$ cat src/sm3_pkg.sv
// SM3 hash engine package: IV, round constants, permutation helpers and
// front-to-back queue entry type. No dependencies.
package sm3_pkg;

  localparam logic [31:0] T_LOW  = 32'h79cc4519;
  localparam logic [31:0] T_HIGH = 32'h7a879d8a;

  localparam logic [255:0] SM3_IV = {
    32'h7380166f, 32'h4914b2b9, 32'h172442d7, 32'hda8a0600,
    32'ha96f30bc, 32'h163138aa, 32'he38dee4d, 32'hb0fb0e4e};

  typedef struct packed {
    logic [31:0] word;
    logic        block_end;
    logic        msg_end;
  } sm3_req_t;

  function automatic logic [31:0] rotl(input logic [31:0] x, input logic [4:0] n);
    logic [63:0] d;
    d = {x, x} << n;
    return d[63:32];
  endfunction

  function automatic logic [31:0] perm0(input logic [31:0] x);
    return x ^ rotl(x, 5'd9) ^ rotl(x, 5'd17);
  endfunction

  function automatic logic [31:0] perm1(input logic [31:0] x);
    return x ^ rotl(x, 5'd15) ^ rotl(x, 5'd23);
  endfunction

endpackage

$ cat src/sm3_front.sv
// SM3 front end: accepts message words, counts bits, pads the last word
// and emits a word stream with block and message marks. Uses sm3_pkg.
module sm3_front
  import sm3_pkg::*;
(
  input  logic        clk,
  input  logic        rst,
  input  logic        in_valid,
  output logic        in_ready,
  input  logic [31:0] in_word,
  input  logic [2:0]  in_count,
  input  logic        in_last,
  output logic        q_valid,
  input  logic        q_ready,
  output sm3_req_t    q_data
);

  typedef enum logic [3:0] {
    S_TAKE = 4'b0001,
    S_MARK = 4'b0010,
    S_ZERO = 4'b0100,
    S_LEN  = 4'b1000
  } fstate_t;

  fstate_t     state, state_next;
  logic [63:0] message_bits, message_bits_next;
  logic [3:0]  word_position, word_position_next;
  logic        len_low, len_low_next;
  logic [2:0]  cnt;
  logic [31:0] mask, marker;

  assign cnt = (in_count > 3'd4) ? 3'd4 : in_count;

  always_comb begin
    unique case (cnt)
      3'd0:    begin mask = 32'h0;        marker = 32'h80000000; end
      3'd1:    begin mask = 32'hff000000; marker = 32'h00800000; end
      3'd2:    begin mask = 32'hffff0000; marker = 32'h00008000; end
      3'd3:    begin mask = 32'hffffff00; marker = 32'h00000080; end
      default: begin mask = 32'hffffffff; marker = 32'h0;        end
    endcase
  end

  assign in_ready = (state == S_TAKE) && q_ready;

  always_comb begin
    state_next         = state;
    message_bits_next  = message_bits;
    word_position_next = word_position;
    len_low_next       = len_low;
    q_valid            = 1'b0;
    q_data.word        = 32'h0;
    q_data.msg_end     = 1'b0;
    unique case (state)
      S_TAKE: begin
        q_valid = in_valid;
        if (!in_last) begin
          q_data.word = in_word;
        end else begin
          q_data.word = (in_word & mask) | marker;
        end
        if (in_valid && q_ready) begin
          if (!in_last) begin
            message_bits_next = message_bits + 64'd32;
          end else begin
            message_bits_next = message_bits + {58'd0, cnt, 3'd0};
            if (cnt == 3'd4) begin
              state_next = S_MARK;
            end else if (word_position == 4'd13) begin
              state_next = S_LEN;
            end else begin
              state_next = S_ZERO;
            end
          end
          word_position_next = word_position + 4'd1;
        end
      end
      S_MARK: begin
        q_valid     = 1'b1;
        q_data.word = 32'h80000000;
        if (q_ready) begin
          word_position_next = word_position + 4'd1;
          state_next = (word_position == 4'd13) ? S_LEN : S_ZERO;
        end
      end
      S_ZERO: begin
        q_valid = 1'b1;
        if (q_ready) begin
          word_position_next = word_position + 4'd1;
          if (word_position == 4'd13) state_next = S_LEN;
        end
      end
      default: begin
        q_valid        = 1'b1;
        q_data.word    = len_low ? message_bits[31:0] : message_bits[63:32];
        q_data.msg_end = len_low;
        if (q_ready) begin
          word_position_next = word_position + 4'd1;
          len_low_next = !len_low;
          if (len_low) begin
            state_next         = S_TAKE;
            message_bits_next  = 64'd0;
            word_position_next = 4'd0;
          end
        end
      end
    endcase
    q_data.block_end = (word_position == 4'd15);
  end

  always_ff @(posedge clk) begin
    if (rst) begin
      state         <= S_TAKE;
      message_bits  <= 64'd0;
      word_position <= 4'd0;
      len_low       <= 1'b0;
    end else begin
      state         <= state_next;
      message_bits  <= message_bits_next;
      word_position <= word_position_next;
      len_low       <= len_low_next;
    end
  end

endmodule

$ cat src/sm3_queue.sv
// SM3 request queue: small FIFO between front end and compression core.
// Uses sm3_pkg for the entry type.
module sm3_queue
  import sm3_pkg::*;
(
  input  logic     clk,
  input  logic     rst,
  input  logic     wr_valid,
  output logic     wr_ready,
  input  sm3_req_t wr_data,
  output logic     rd_valid,
  input  logic     rd_ready,
  output sm3_req_t rd_data
);

  sm3_req_t   mem [4];
  logic [1:0] wp, rp;
  logic [2:0] fill;
  logic       push, pop;

  assign wr_ready = (fill != 3'd4);
  assign rd_valid = (fill != 3'd0);
  assign rd_data  = mem[rp];
  assign push     = wr_valid && wr_ready;
  assign pop      = rd_valid && rd_ready;

  always_ff @(posedge clk) begin
    if (push) mem[wp] <= wr_data;
  end

  always_ff @(posedge clk) begin
    if (rst) begin
      wp   <= 2'd0;
      rp   <= 2'd0;
      fill <= 3'd0;
    end else begin
      if (push) wp <= wp + 2'd1;
      if (pop)  rp <= rp + 2'd1;
      fill <= fill + {2'd0, push} - {2'd0, pop};
    end
  end

endmodule

$ cat src/sm3_back.sv
// SM3 compression core: collects 16 words, runs 64 rounds one per cycle,
// folds into the chaining value and streams the digest. Uses sm3_pkg.
module sm3_back
  import sm3_pkg::*;
(
  input  logic        clk,
  input  logic        rst,
  input  logic        q_valid,
  output logic        q_ready,
  input  sm3_req_t    q_data,
  output logic        out_valid,
  input  logic        out_ready,
  output logic [31:0] out_word,
  output logic [2:0]  out_index,
  output logic        out_last
);

  typedef enum logic [3:0] {
    B_LOAD  = 4'b0001,
    B_ROUND = 4'b0010,
    B_FOLD  = 4'b0100,
    B_OUT   = 4'b1000
  } bstate_t;

  bstate_t     state;
  logic [31:0] chain_value [8];
  logic [31:0] v [8];
  logic [31:0] w [16];
  logic [3:0]  load_pos;
  logic [5:0]  round;
  logic [2:0]  out_pos;
  logic        final_blk;
  logic [31:0] a12, ss1, ss2, tt1, tt2, ff, gg, tj, wnew, wj, wj4, xw;

  assign q_ready   = (state == B_LOAD);
  assign out_valid = (state == B_OUT);
  assign out_word  = chain_value[out_pos];
  assign out_index = out_pos;
  assign out_last  = (out_pos == 3'd7);

  // w[k] holds W[j+k]; W[j+16] shifts in at the top each round
  assign xw   = w[0] ^ w[7] ^ rotl(w[13], 5'd15);
  assign wnew = perm1(xw) ^ rotl(w[3], 5'd7) ^ w[10];
  assign wj   = w[0];
  assign wj4  = w[4];
  assign tj   = (round < 6'd16) ? T_LOW : T_HIGH;
  assign a12  = rotl(v[0], 5'd12);
  assign ss1  = rotl(a12 + v[4] + rotl(tj, round[4:0]), 5'd7);
  assign ss2  = ss1 ^ a12;
  always_comb begin
    if (round < 6'd16) begin
      ff = v[0] ^ v[1] ^ v[2];
      gg = v[4] ^ v[5] ^ v[6];
    end else begin
      ff = (v[0] & v[1]) | (v[0] & v[2]) | (v[1] & v[2]);
      gg = (v[4] & v[5]) | (~v[4] & v[6]);
    end
  end
  assign tt1 = ff + v[3] + ss2 + (wj ^ wj4);
  assign tt2 = gg + v[7] + ss1 + wj;

  always_ff @(posedge clk) begin
    if (state == B_LOAD && q_valid) begin
      w[load_pos] <= q_data.word;
    end else if (state == B_ROUND) begin
      for (int k = 0; k < 15; k++) w[k] <= w[k + 1];
      w[15] <= wnew;
    end
  end

  always_ff @(posedge clk) begin
    if (state == B_LOAD) begin
      for (int k = 0; k < 8; k++) v[k] <= chain_value[k];
    end else if (state == B_ROUND) begin
      v[3] <= v[2];
      v[2] <= rotl(v[1], 5'd9);
      v[1] <= v[0];
      v[0] <= tt1;
      v[7] <= v[6];
      v[6] <= rotl(v[5], 5'd19);
      v[5] <= v[4];
      v[4] <= perm0(tt2);
    end
  end

  always_ff @(posedge clk) begin
    if (rst) begin
      state     <= B_LOAD;
      load_pos  <= 4'd0;
      round     <= 6'd0;
      out_pos   <= 3'd0;
      final_blk <= 1'b0;
      for (int k = 0; k < 8; k++) chain_value[k] <= SM3_IV[255 - 32*k -: 32];
    end else begin
      unique case (state)
        B_LOAD: begin
          if (q_valid) begin
            load_pos <= load_pos + 4'd1;
            if (q_data.block_end) begin
              state     <= B_ROUND;
              final_blk <= q_data.msg_end;
              round     <= 6'd0;
            end
          end
        end
        B_ROUND: begin
          round <= round + 6'd1;
          if (round == 6'd63) state <= B_FOLD;
        end
        B_FOLD: begin
          for (int k = 0; k < 8; k++) chain_value[k] <= chain_value[k] ^ v[k];
          state   <= final_blk ? B_OUT : B_LOAD;
          out_pos <= 3'd0;
        end
        default: begin
          if (out_ready) begin
            out_pos <= out_pos + 3'd1;
            if (out_pos == 3'd7) begin
              state <= B_LOAD;
              for (int k = 0; k < 8; k++)
                chain_value[k] <= SM3_IV[255 - 32*k -: 32];
            end
          end
        end
      endcase
    end
  end

endmodule

$ cat src/sm3_hash_engine_core.sv
// SM3 hash engine top level: front end, request queue, compression core.
// Throughput is set by the one-round-per-cycle compression unit, which takes
// no new words while it runs rounds, folds or streams the eight digest words.
// Synchronous active-high reset returns chaining value to the IV.
module sm3_hash_engine_core
  import sm3_pkg::*;
(
  input  logic        clk,
  input  logic        rst,
  input  logic        s_tvalid,
  output logic        s_tready,
  input  logic [39:0] s_tdata,   // message_word[31:0], byte_count[34:32], zeros
  input  logic        s_tlast,   // last_word
  output logic        m_tvalid,
  input  logic        m_tready,
  output logic [39:0] m_tdata,   // digest_word[31:0], word_index[34:32], zeros
  output logic        m_tlast    // digest_last
);

  logic     fq_valid, fq_ready, qb_valid, qb_ready;
  sm3_req_t fq_data, qb_data;
  logic [31:0] dw;
  logic [2:0]  di;

  sm3_front u_front (
    .clk, .rst,
    .in_valid(s_tvalid), .in_ready(s_tready),
    .in_word(s_tdata[31:0]), .in_count(s_tdata[34:32]), .in_last(s_tlast),
    .q_valid(fq_valid), .q_ready(fq_ready), .q_data(fq_data));

  sm3_queue u_queue (
    .clk, .rst,
    .wr_valid(fq_valid), .wr_ready(fq_ready), .wr_data(fq_data),
    .rd_valid(qb_valid), .rd_ready(qb_ready), .rd_data(qb_data));

  sm3_back u_back (
    .clk, .rst,
    .q_valid(qb_valid), .q_ready(qb_ready), .q_data(qb_data),
    .out_valid(m_tvalid), .out_ready(m_tready),
    .out_word(dw), .out_index(di), .out_last(m_tlast));

  assign m_tdata = {5'd0, di, dw};

`ifndef SYNTHESIS
  a_last_idx: assert property (@(posedge clk) disable iff (rst)
    m_tvalid |-> (m_tlast == (m_tdata[34:32] == 3'd7))) else $error("last flag");
  a_no_in_out: assert property (@(posedge clk) disable iff (rst)
    m_tvalid |-> !qb_ready) else $error("core loads while emitting");
  a_idx_step: assert property (@(posedge clk) disable iff (rst)
    (m_tvalid && m_tready && !m_tlast) |=> (m_tvalid &&
      m_tdata[34:32] == $past(m_tdata[34:32]) + 3'd1)) else $error("index step");
`endif

endmodule
$ cat config.mk
export PLATFORM = sky130hd
export DESIGN_NAME = sm3_hash_engine_core
export DESIGN_NICKNAME = d
export VERILOG_FILES = /design/src/sm3_pkg.sv /design/src/sm3_front.sv /design/src/sm3_queue.sv /design/src/sm3_back.sv /design/src/sm3_hash_engine_core.sv
export SDC_FILE = /design/constraint.sdc
export NUM_CORES = 2
export LEC_CHECK = 0
export BUFFER_PORTS_ARGS = -buffer_cell sky130_fd_sc_hd__buf_2
export CAP_MARGIN = 10
export CORE_ASPECT_RATIO = 1.5
export CORE_UTILIZATION = 30
export DETAILED_ROUTE_END_ITERATION = 10
export HOLD_SLACK_MARGIN = 0.02
export PLACE_DENSITY = 0.56
export SYNTH_ARGS = -nofsm -noshare
export SYNTH_HDL_FRONTEND = slang
export SYNTH_SLANG_ARGS = --single-unit
$ cat constraint.sdc
create_clock -name clk -period 42.3 [get_ports clk]
set_input_delay 4.23 -clock clk [delete_from_list [all_inputs] [get_ports clk]]
set_output_delay 4.23 -clock clk [all_outputs]
set_load 0.01 [all_outputs]
-- Word level (Yosys, flattened, before mapping)
Memories as Yosys holds them, arrays and structs flattened. A register that Yosys moved wholly into a read port is not among the register bits.
Index checks and enable logic that the tools add are counted.
- output and inout bits: 43
- memory bits (writable): 1160
- logic and storage cells: 245
- bits in registers: 98
- memories kept: 4
- input port bits: 45
- $add $sub $neg: 18
- reduce and logical (&&, ||, !) cells: 28
- order comparisons: 2
- bitwise logic cells: 60
- equality and inequality tests: 25
- shift-type cells: 1
- muxes and demuxes: 95
- memory list (memory ; words ; bits a word ; read ports ; clocked after memory_dff ; wr ports ; line ; RTL):
    u_back.w ; 16 ; 32 ; 16 ; 0 ; 16 ; sm3_back.sv:28 ; logic [31:0] w [16];
    u_back.chain_value ; 8 ; 32 ; 9 ; 1 ; 8 ; sm3_back.sv:26 ; logic [31:0] chain_value [8];
    u_back.v ; 8 ; 32 ; 8 ; 0 ; 8 ; sm3_back.sv:27 ; logic [31:0] v [8];
    u_queue.mem ; 4 ; 34 ; 1 ; 1 ; 1 ; sm3_queue.sv:16 ; sm3_req_t mem [4];
- operator list (operator ; count):
    two-way mux 32 bit ; 29
    XOR 32 bit ; 22
    adder 32 bit ; 8
    two-way mux 64 bit ; 4
    one-hot mux 32 bit (4 select lines) ; 2
    AND 32 bit ; 6
    OR 32 bit ; 4
    one-hot mux 64 bit (2 select lines) ; 1
    one-hot mux 32 bit (3 select lines) ; 1
    two-way mux 4 bit ; 20
    adder 64 x 6 -> 64 bit ; 1
    adder 64 x 6 -> 64 bit, second input constant ; 1
    left shift 64 x 5 -> 64 bit ; 1
    inverter 32 bit ; 1
    OR reduction 32 bit ; 1
    two-way mux 26 bit ; 1
    two-way mux 1 bit ; 24
    OR 1 bit ; 24
    one-hot mux 4 bit (3 select lines) ; 2
    equality test 4 bit, second input constant ; 3
    two-way mux 3 bit ; 4
    two-way mux 6 bit ; 2
    != test 2 x 1 -> 1 bit, second input constant ; 6
    one-hot mux 6 bit (2 select lines) ; 1
    other kinds (34) ; 60

-- Longest topological paths before layout
An unclocked memory read counts as a cell.
- depth after elaboration: 11
- gate-level depth with buffers: 42
- gate-level depth less buffers: 39

-- Cells and area by module
Synthesis repeated with hierarchy kept, for this count alone.
- cells, all modules: 6517
- area, all modules: 68463.2 um^2
- by module, submodules not included (module ; seq. area each (um^2) ; cells an instance ; times used ; area an instance (um^2)):
    sm3_back ; 29888.7 ; 5680 ; 1 ; 58312.2
    sm3_queue ; 4264.1 ; 227 ; 1 ; 5424.0
    sm3_front ; 1401.3 ; 604 ; 1 ; 4685.7
    sm3_hash_engine_core ; 0.0 ; 6 ; 1 ; 41.3

-- Worst setup path before layout
No wires, ideal clock.
- path kind: reg-to-reg
- start: register u_back.state[3]
- end: memory u_back.chain_value[1][0] (enable)
- library setup time: 1.429 ns
- arrival time: 16.428 ns
- stages on the path, launching flop included: 5
- required time: 40.871 ns
- path buffers: 1
- slack: 24.443 ns
- period minus slack after synthesis: 17.857 ns
- cell sequence: dfxtp_1 > or4b_2 > clkbuf_1 > nand2_1 > o21ai_0
- RTL lines (element ; line ; RTL):
    from (decl) ; sm3_back.sv:25 ; bstate_t state;
    from (signal assigned) ; sm3_back.sv:112 ; state <= final_blk ? B_OUT : B_LOAD;
    to (decl) ; sm3_back.sv:26 ;

==> results.json <==
{
  "status": "finished, final reports clean",
  "hold_buffers": 0,
  "antenna_found_initial": 8,
  "synth_area_per_cell_um2": 10.5,
  "ctsResizeCount": 0,
  "track_usage": 0.191,
  "clock-sinks": 1260,
  "ant_nets": 0,
  "finalCritPeriodShare": 0.306,
  "gp_congestion": 0.968,
  "cts_tree": "built",
  "final_cell_mix": "nand2_1 (2043), edfxtp_1 (1032), xnor2_1 (465), nor2_1 (330), inv_1 (304)",
  "grt_pass1_wl_um": 317000,
  "clk_pin_slew_ns": 0.06,
  "wl_um": 219000,
  "slowest_delay_ns": 0.74,
  "io_buffers": 77,
  "fp.dieW_um": 389,
  "setup_viol": 0,
  "tns_ns": 0,
  "cts_root_buf": "clkbuf_16",
  "syn2layout_area_growth_pct": 12.5,
  "finalMaxSlewViolations": 0,
  "ys_types": 92,
  "clock_latency_ns": 0.83,
  "crit_path_end_kind": "flip-flop",
  "slew_headroom": 0.141,
  "cts_made_buffers": 141,
  "layout-drive-gt1-share": 0.0885,
  "initial_core_util": 0.301,
  "syn_area_um2": 67600,
  "drtIter0Drc": 3510,
  "synthArstFlopShare": 0,
  "grt_pass1_vias": 46200,
  "wl_per_cell_um": 23.0,
  "crit_path_top_delay_cell": "buf_4",
  "cp_common_cell": "fa_1",
  "cts_setup_buffers": 0,
  "rsz0062_at_grt": "false",
  "rows": 213,
  "synth-edff-count": 1032,
  "fin_skew_ns": 0.0434,
  "hold_violations": 0,
  "io_pins": 88,
  "die_y_um": 583,
  "drc": 0,
  "viasPerCell": 4.89,
  "synth_top_cell_by_area": "edfxtp_1",
  "tightest_slew_ns": 1.28,
  "clock.fmax_mhz": 77.2,
  "fill_cells": 22629,
  "fin_nets": 6744,
  "ys.flop_type": "edfxtp_1",
  "grt_max_degree": 197,
  "synthTopCellsByArea": "edfxtp_1 (46%), nand2_1 (11%), dfxtp_1 (6.8%)",
  "yosysSeqAreaShare": 0.526,
  "coreArea_um2": 224000,
  "ys_ff_latch": 1260,
  "arrival_ns": 13.47,
  "hold_path_class": "reg2reg",
  "maxCapViolations": 0,
  "place_hpwl_um": 157000,
  "synth_cells": 6408,
  "overflow": 0,
  "vias": 46564,
  "period_minus_slack_ns": 12.95,
  "cts_buffer_depth": 3,
  "cp_max_fo": 57,
  "first_pass_iters": 7,
  "cp_data_required_time_ns": 42.83,
  "synth.yosys.warnings": 0,
  "yosys.area.top_type_share": 0.459,
  "layout_commonest_cell": "nand2_1",
  "critical_path.startpoint_type": "flip-flop",
  "cts-htree-levels": 4,
  "die-area_um2": 227000,
  "worstSetupPathType": "reg2reg"
}
-- flip-flops by register name (all words and copies together), names as in the netlist, 6 cells and up, named ones only --
signal / cells
u_back.round: 6
u_back.chain_value: 256
u_front.message_bits: 61
u_back.v: 256
u_queue.mem: 136
u_back.w: 512
-- cell type report --
cell class	instances	area [um2]	area share
antenna	3	7.51	0.0000988
timing repair buffer	141	916	0.0120
multi-input combinational	4544	30000	0.394
clock buffer	188	3810	0.0502
sequential	1260	35600	0.468
inverter	305	1150	0.0151
clock inverter	67	810	0.0107
tap	3010	3770	0.0495
-- through the flow --
stage	instance area (um2)	setup WS, ns	utilization	hold slack (ns)	std cells
after floorplan	67600	24.44	-	0.445	6412
after global placement	71400	29.29	0.318	0.461	9260
after detailed placement	71400	29.26	0.318	0.467	9260
after CTS	76000	29.22	0.339	0.481	9515
after global routing	76000	28.80	0.339	0.497	9516
final	76000	29.35	0.339	0.478	9518
-- path summary, 6_finish.rpt --
kind	start	slack (ns)	depth (start not counted)	endpoint
min reg2reg	u_back.final_blk	0.48	2	u_back.state[3]
min	u_back.final_blk	0.48	2	u_back.state[3]
max	u_back.round[4]	29.35	37	u_back.v[0][153]
max reg2reg	u_back.round[4]	29.35	37	u_back.v[0][153]
-- worst max-delay path: cells and delay by family (launching register included) --
| family | cells | cell delay [ns] |
|---|---|---|
| muxes | 3 | 0.58 |
| AOI/OAI and AO/OA | 11 | 3.23 |
| buffers and inverters | 5 | 2.09 |
| and+or+nand+nor | 7 | 1.21 |
| adders and majority gates | 7 | 3.08 |
| xor gates and xnor gates | 4 | 2.08 |
| DFF | 1 | 0.32 |
-- cell families after synthesis --
group | synth area share
buffers and inverters | 0.0342
other | 0.0000555
xor gates and xnor gates | 0.0989
muxes | 0.0504
DFF | 0.526
adders and majority gates | 0.0778
AOI/OAI and AO/OA | 0.0622
and+or+nand+nor | 0.150
-- layer usage --
metal	track usage	share of wire	up-vias
li1	-	-	21473
met3	0.0231	0.042	401
met1	0.216	0.38	23407
met4	0.123	0.071	0
met5	0	0	-
met2	0.338	0.51	1283
-- synthesized netlist by cell type, drive strengths merged (42+ instances only) --
| master | n |
|---|---|
| buf | 44 |
| dfxtp | 228 |
| o21ai | 308 |
| inv | 304 |
| fa | 190 |
| edfxtp | 1032 |
| clkbuf | 259 |
| nand2 | 2044 |
| nor2 | 334 |
| xnor2 | 467 |
| nand3 | 42 |
| mux2 | 45 |
| ha | 116 |
| xor2 | 287 |
| mux4 | 98 |
| a21oi | 158 |
| mux2i | 69 |
Power is not shown: default switching activity piles up to over one toggle a cycle in this logic, so the estimate is an artifact.
